**src/command_frame_builder_with_sum_top_assert.svh**
```systemverilog
// ---------------------------------------------------------------------------
// Assertion macros for the command frame builder
// Shared concurrent assertion wrappers, clocked on the block clock.
// ---------------------------------------------------------------------------
`ifndef COMMAND_FRAME_BUILDER_WITH_SUM_TOP_ASSERT_SVH
`define COMMAND_FRAME_BUILDER_WITH_SUM_TOP_ASSERT_SVH

// checked at every edge outside reset
`define CFBS_ASSERT(label, clk, rst, prop) \
   label: assert property (@(posedge clk) disable iff (rst) (prop)) \
      else $error("cfbs assertion failed");

// checked at every edge, reset included
`define CFBS_ASSERT_ALWAYS(label, clk, prop) \
   label: assert property (@(posedge clk) (prop)) \
      else $error("cfbs assertion failed");

`endif

```
**src/cfbs_pkg.sv**
```systemverilog
// ---------------------------------------------------------------------------
// cfbs_pkg
// Constants, slot codes and shared types of the command frame builder.
// ---------------------------------------------------------------------------
package cfbs_pkg;

   localparam logic [7:0] HDR_FIRST  = 8'h57;
   localparam logic [7:0] HDR_SECOND = 8'hAB;

   // emission slots of one item, in send order
   localparam int NUM_SLOTS = 7;
   localparam logic [2:0] SLOT_HDR0 = 3'd0;
   localparam logic [2:0] SLOT_HDR1 = 3'd1;
   localparam logic [2:0] SLOT_ADDR = 3'd2;
   localparam logic [2:0] SLOT_CMD  = 3'd3;
   localparam logic [2:0] SLOT_LEN  = 3'd4;
   localparam logic [2:0] SLOT_PAY  = 3'd5;
   localparam logic [2:0] SLOT_SUM  = 3'd6;

   typedef logic [NUM_SLOTS-1:0] slot_mask_type;

   // item held while its bytes go out
   typedef struct packed {
      logic [7:0] address;
      logic [7:0] command;
      logic [7:0] length;
      logic [7:0] payload;
   } item_type;

   typedef struct packed {
      logic [7:0] tx_byte;
      logic       is_checksum;
      logic       run_last;
   } emit_type;

   function automatic logic [7:0] table_length(input logic [7:0] cmd);
      logic [7:0] len;
      case (cmd)
         8'h02:   len = 8'h08;
         8'h03:   len = 8'h04;
         8'h04:   len = 8'h07;
         8'h05:   len = 8'h05;
         8'h0A:   len = 8'h01;
         8'h09:   len = 8'h32;
         default: len = 8'h00;
      endcase
      return len;
   endfunction

endpackage

```
**src/cfbs_seq.sv**
```systemverilog
// ---------------------------------------------------------------------------
// cfbs_seq
// Picks the next pending slot of the held item, forms its byte and the
// updated running sum.
// ---------------------------------------------------------------------------
module cfbs_seq
   import cfbs_pkg::*;
(
   input  slot_mask_type mask,
   input  item_type      item,
   input  logic [7:0]    sum,
   output slot_mask_type sel,
   output emit_type      emit,
   output logic [7:0]    sum_next
);

   logic [2:0] idx;
   logic [7:0] data;

   // lowest pending slot goes first
   assign sel = mask & (~mask + slot_mask_type'(1));

   always_comb begin
      idx = SLOT_HDR0;
      for (int i = NUM_SLOTS - 1; i >= 0; i--) begin
         if (mask[i]) begin
            idx = 3'(i);
         end
      end
   end

   always_comb begin
      case (idx)
         SLOT_HDR0: data = HDR_FIRST;
         SLOT_HDR1: data = HDR_SECOND;
         SLOT_ADDR: data = item.address;
         SLOT_CMD:  data = item.command;
         SLOT_LEN:  data = item.length;
         SLOT_PAY:  data = item.payload;
         SLOT_SUM:  data = sum;
         default:   data = 8'h00;
      endcase
   end

   always_comb begin
      case (idx)
         SLOT_HDR0: sum_next = HDR_FIRST;   // new frame restarts the sum
         SLOT_SUM:  sum_next = 8'h00;
         default:   sum_next = sum + data;
      endcase
   end

   assign emit.tx_byte     = data;
   assign emit.is_checksum = (idx == SLOT_SUM);
   assign emit.run_last    = ((mask & ~sel) == '0);

endmodule

```
**src/command_frame_builder_with_sum_top.sv**
```systemverilog
// ---------------------------------------------------------------------------
// command_frame_builder_with_sum_top
// Builds serial command frames with a closing 8-bit additive checksum.
// ---------------------------------------------------------------------------
// Each accepted word is held in an item register with a mask of the bytes it
// owes (five header bytes when it opens a frame, its payload byte, the sum
// byte when it closes the frame); a word emits 0 to 7 bytes. One byte leaves
// per cycle into the response register unless rsp_ready holds it off. The
// next word is taken in the same cycle the current word's last byte moves
// into the response register, so a stream of payload-only words runs at one
// word per cycle while rsp_ready stays high. csr_wr_data sets the device
// address byte of later headers.
module command_frame_builder_with_sum_top
   import cfbs_pkg::*;
(
   input  logic       clock,
   input  logic       reset,
   input  logic       csr_wr_en,
   input  logic [7:0] csr_wr_data,
   input  logic       req_valid,
   output logic       req_ready,
   input  logic [7:0] req_command_code,
   input  logic [7:0] req_length_override,
   input  logic [7:0] req_payload_byte,
   input  logic       req_has_payload,
   input  logic       req_frame_end,
   output logic       rsp_valid,
   input  logic       rsp_ready,
   output logic [7:0] rsp_tx_byte,
   output logic       rsp_is_checksum,
   output logic       rsp_run_last
);

`include "command_frame_builder_with_sum_top_assert.svh"

   logic [7:0]    addr_ff;
   logic          in_frame_ff, in_frame_in;
   logic [7:0]    sum_ff, sum_in;
   slot_mask_type mask_ff, mask_in;
   item_type      item_ff, item_in;
   logic          rsp_valid_ff, rsp_valid_in;
   emit_type      rsp_ff, rsp_in;

   slot_mask_type sel;
   emit_type      emit;
   logic [7:0]    sum_next;
   logic          accept, advance;
   slot_mask_type new_mask;

   cfbs_seq u_seq (
      .mask     (mask_ff),
      .item     (item_ff),
      .sum      (sum_ff),
      .sel      (sel),
      .emit     (emit),
      .sum_next (sum_next)
   );

   assign advance   = (mask_ff != '0) && (!rsp_valid_ff || rsp_ready);
   assign req_ready = (mask_ff == '0) || (advance && emit.run_last);
   assign accept    = req_valid && req_ready;

   always_comb begin
      new_mask                       = '0;
      new_mask[SLOT_LEN:SLOT_HDR0]   = {5{!in_frame_ff}};
      new_mask[SLOT_PAY]             = req_has_payload;
      new_mask[SLOT_SUM]             = req_frame_end;

      item_in.address = addr_ff;
      item_in.command = req_command_code;
      item_in.length  = (req_length_override != 8'h00) ? req_length_override
                                                       : table_length(req_command_code);
      item_in.payload = req_payload_byte;

      mask_in     = mask_ff;
      in_frame_in = in_frame_ff;
      sum_in      = sum_ff;
      if (advance) begin
         mask_in = mask_ff & ~sel;
         sum_in  = sum_next;
      end
      if (accept) begin
         mask_in     = new_mask;
         in_frame_in = !req_frame_end;
      end

      rsp_valid_in = rsp_valid_ff;
      rsp_in       = rsp_ff;
      if (advance) begin
         rsp_valid_in = 1'b1;
         rsp_in       = emit;
      end else if (rsp_ready) begin
         rsp_valid_in = 1'b0;
      end
   end

   always_ff @(posedge clock) begin
      if (reset) begin
         addr_ff      <= 8'h00;
         in_frame_ff  <= 1'b0;
         sum_ff       <= 8'h00;
         mask_ff      <= '0;
         rsp_valid_ff <= 1'b0;
      end else begin
         if (csr_wr_en) begin
            addr_ff <= csr_wr_data;
         end
         in_frame_ff  <= in_frame_in;
         sum_ff       <= sum_in;
         mask_ff      <= mask_in;
         rsp_valid_ff <= rsp_valid_in;
      end
   end

   always_ff @(posedge clock) begin
      if (accept) begin
         item_ff <= item_in;
      end
      rsp_ff <= rsp_in;
   end

   assign rsp_valid       = rsp_valid_ff;
   assign rsp_tx_byte     = rsp_ff.tx_byte;
   assign rsp_is_checksum = rsp_ff.is_checksum;
   assign rsp_run_last    = rsp_ff.run_last;

   // the sum byte always closes its word's output
   `CFBS_ASSERT(a_sum_is_last, clock, reset, rsp_valid_ff && rsp_ff.is_checksum |-> rsp_ff.run_last)
   // a word opening a frame owes the full header
   `CFBS_ASSERT(a_hdr_loaded, clock, reset, accept && !in_frame_ff |=> mask_ff[SLOT_LEN:SLOT_HDR0] == 5'h1F)
   // sending the sum clears it for the next frame
   `CFBS_ASSERT(a_sum_cleared, clock, reset, advance && emit.is_checksum |=> sum_ff == 8'h00)
   // nothing owed means the input side is open
   `CFBS_ASSERT_ALWAYS(a_ready_when_empty, clock, mask_ff == '0 |-> req_ready)

endmodule

```
**config.mk**
```make
export PLATFORM = sky130hd
export DESIGN_NAME = command_frame_builder_with_sum_top
export DESIGN_NICKNAME = d
export VERILOG_FILES = /design/src/cfbs_pkg.sv /design/src/cfbs_seq.sv /design/src/command_frame_builder_with_sum_top.sv
export VERILOG_INCLUDE_DIRS = /design/src /design/src/src
export SDC_FILE = /design/constraint.sdc
export NUM_CORES = 1
export LEC_CHECK = 0
export BUFFER_PORTS_ARGS = -buffer_cell sky130_fd_sc_hd__buf_2
export CAP_MARGIN = 30
export CORE_UTILIZATION = 59
export DETAILED_ROUTE_END_ITERATION = 8
export HOLD_SLACK_MARGIN = 0.06
export PLACE_DENSITY = 0.95
export SLEW_MARGIN = 15
export SYNTH_ARGS = -nofsm -noshare
export SYNTH_HDL_FRONTEND = slang
export SYNTH_SLANG_ARGS = --single-unit
```
**constraint.sdc**
```tcl
create_clock -name clock -period 7.7 [get_ports clock]
set_input_delay 0.77 -clock clock [delete_from_list [all_inputs] [get_ports clock]]
set_output_delay 0.77 -clock clock [all_outputs]
set_load 0.005 [all_outputs]
```
==> results.toml <==
[floorplanning]
rows = 26
start_util = 0.623
coreArea_mm2 = 0.00517
dieWidth_um = 75.9
io_pins = 51
dieArea_mm2 = 0.00576
die_h_um = 75.9

[worst_hold_path]
hp-start = "addr_ff[2]$_SDFFE_PP0P_"
holdPathStages = 0
holdPathEnd = "item_ff[26]$_DFFE_PP_"
hp-class = "flop to flop"

[detailed_routing]
drt_iter0_markers = 241
antenna_left = 0
detail_route.wl_per_cell_um = 17.0
drc_errors = 0
vias_per_cell = 6.18
dr.pass1.iters = 8
wl_mm = 7.12
via_count = 2585

[timing]
slew_viol_final = 0
relSlewSlack = 0.432
rsz0062_at_grt = "no"
period_share = 0.473
setup_viol = 0
worst_pin_slew_ns = 0.846
hold_viol = 0
period_minus_slack_ns = 3.64
tns_ns = 0
max_freq_mhz = 274
clock_skew_ns = 0.00681

[cts]
path_clk_slew_ns = 0.07
cts_resized = 0
cts_setup_buffers = 0
htree_num_levels = 3
clkLatencyLatePin_ns = 0.35
holdBufCountCts = 0
cts_tree = "done"
numCtsBuffers = 9
clk_path_buf_depth = 2
cts_root_buffer = "clkbuf_8"
clock-sinks = 67

[global_route]
gr-total-overflow = 0
grt_max_degree = 27
grt_antenna_before_repair = 0
track_usage = 0.264
grt_pass1_vias = 2499
grt_pass1_wl_mm = 11.7

[synth]
synth_top_area_frac = 0.391
synth_mux_area_frac = 0.0404
ys.flop_type = "edfxtp_1"
avgSynthCellArea_um2 = 10.9
ys_ff_latch = 67
synth-simple-area-share = 0.170
async_flop_share = 0
synth_compound_area_frac = 0.158
ys_warn_count = 0
synth-xor-area-share = 0.00543
ys_top_cells_by_area = "edfxtp_1, dfxtp_1, mux2i_1"
synth_top_family_by_area = "simple AND/OR/NAND/NOR gates"
synth_fa_ha_area_frac = 0.0400
synth_top_area_cell = "edfxtp_1"
yosysMostFrequentCell = "edfxtp_1"
synth_area_mm2 = 0.00322
post_synth_inst_count = 296
yosysUniqueCellTypes = 59
synth-edff-count = 42
syn-num-nets = 343
synth_commonest_cells = "edfxtp_1, nor2_1, dfxtp_1"
ys_seq_area_frac = 0.547

[place]
dpl_cell_area_mm2 = 0.00352
portBuffers = 50
gp_congestion = 0.872
hpwlAfterDp_mm = 5.16

[worst_setup_path]
r2r_slack_ns = 4.06
path_cells = "inv_1 -> a221oi_1 -> buf_4 -> mux2i_1 -> o211a_1 -> inv_1 -> ha_1 -> a21oi_1 -> o211ai_1 -> o41ai_1 -> nor3b_1 -> mux2i_1 -> nand4_1"
path_buf_inv = 3
crit_type = "flop to flop"
reg2reg_from = "mask_ff[1]$_SDFFE_PP0P_"
worstPathMaxFanout = 13
slowest_stage = "dfxtp_1"
worstPathRequired_ns = 7.93
r2r_end = "sum_ff[7]$_SDFFE_PP0P_"
critPathLaunchType = "flop"
critPathCaptureType = "flop"
path_delay_family = "compound AO/OA/AOI/OAI gates"
arrival_ns = 3.87
reg2regPathDepth = 13
max_stage_delay_ns = 0.64

[cells_and_area]
n_fill_cell = 338
nets = 390
final_area_mm2 = 0.00376
drive_gt1_frac = 0.239
diodes = 0
area_growth_pct = 16.6
postLayoutCoreUtil = 0.727

[power]
power_leakage_uw = 0.00151
irDropWorstVdd_v = 0.000257
total_power_uw = 2010
power_density_mw_per_mm2 = 535

[outcome]
status = "finished clean"

[job]
drv_cap = 0
## where the power goes
group / total, uW / switching [uW] / leakage, uW / internal, uW
sequential: 665 / 98.0 / 0.000613 / 567
clock: 347 / 132 / 0.000121 / 214
combinational: 999 / 597 / 0.000776 / 402
## sequential cells by signal (all words and copies together), names as in the netlist
name             cells
rsp_valid            1
addr_ff              8
rsp_run_last         1
rsp_tx_byte          8
item_ff             32
rsp_is_checksum      1
mask_ff              7
sum_ff               8
in_frame_ff          1
## how the worst max path moves through the flow
stage               depth (start not counted)                      to  slack [ns]               startpoint
floorplan                                  14  sum_ff[7]$_SDFFE_PP0P_        4.70  mask_ff[3]$_SDFFE_PP0P_
global placement                           13  sum_ff[7]$_SDFFE_PP0P_        4.42  mask_ff[0]$_SDFFE_PP0P_
detailed placement                         13  sum_ff[7]$_SDFFE_PP0P_        4.20  mask_ff[0]$_SDFFE_PP0P_
CTS                                        13  sum_ff[7]$_SDFFE_PP0P_        4.15  mask_ff[0]$_SDFFE_PP0P_
global route                               13  sum_ff[7]$_SDFFE_PP0P_        3.76  mask_ff[0]$_SDFFE_PP0P_
finish                                     13  sum_ff[7]$_SDFFE_PP0P_        4.06  mask_ff[1]$_SDFFE_PP0P_
## cell families after synthesis
logic type | Yosys count
AOI/OAI and AO/OA | 67
buffers and inverters | 29
adders and majority gates | 10
xor gates and xnor gates | 2
muxes | 13
DFF | 67
and+or+nand+nor | 108
## metal layers
metal	routed length, um	up-vias	GRT usage
li1	-	1208	-
met1	2800	1175	0.318
met2	3460	172	0.417
met3	570	30	0.0747
met4	287	0	0.169
met5	0	-	0
## layout by cell type, fill, tap and decap left out, types with 6 or more instances in the layout
master	netlist	layout
o21ai_0	9	9
nor2_1	30	30
ha_1	7	7
nor3_1	12	12
mux2i_1	13	13
nand2_1	22	22
a222oi_1	6	6
a21oi_1	13	13
buf_2	5	50
dfxtp_1	25	25
nand3_1	10	10
edfxtp_1	42	42
nor4_1	6	6
inv_1	11	11
clkbuf_8	0	9
o211ai_1	7	7
## metrics by stage
| step | std cells | setup slack [ns] | hold slack (ns) |
|---|---|---|---|
| 6_report | 418 | 4.06 | 0.441 |
| 3_3_place_gp | 401 | 4.42 | 0.419 |
| 2_1_floorplan | 296 | 4.70 | 0.408 |
| 5_1_grt | 418 | 3.76 | 0.454 |
| 4_1_cts | 418 | 4.15 | 0.441 |
| 3_5_place_dp | 402 | 4.20 | 0.421 |
## layout make-up
class	instances	area [um^2]	area share
Tap cell	70	87.6	0.0233
Sequential cell	67	1760	0.469
Inverter	13	48.8	0.0130
Timing Repair Buffer	52	285	0.0759
Clock buffer	9	124	0.0330
Multi-Input combinational cell	200	1340	0.355
Clock inverter	7	116	0.0310
Note: power is estimated with default switching activity, not from simulation.
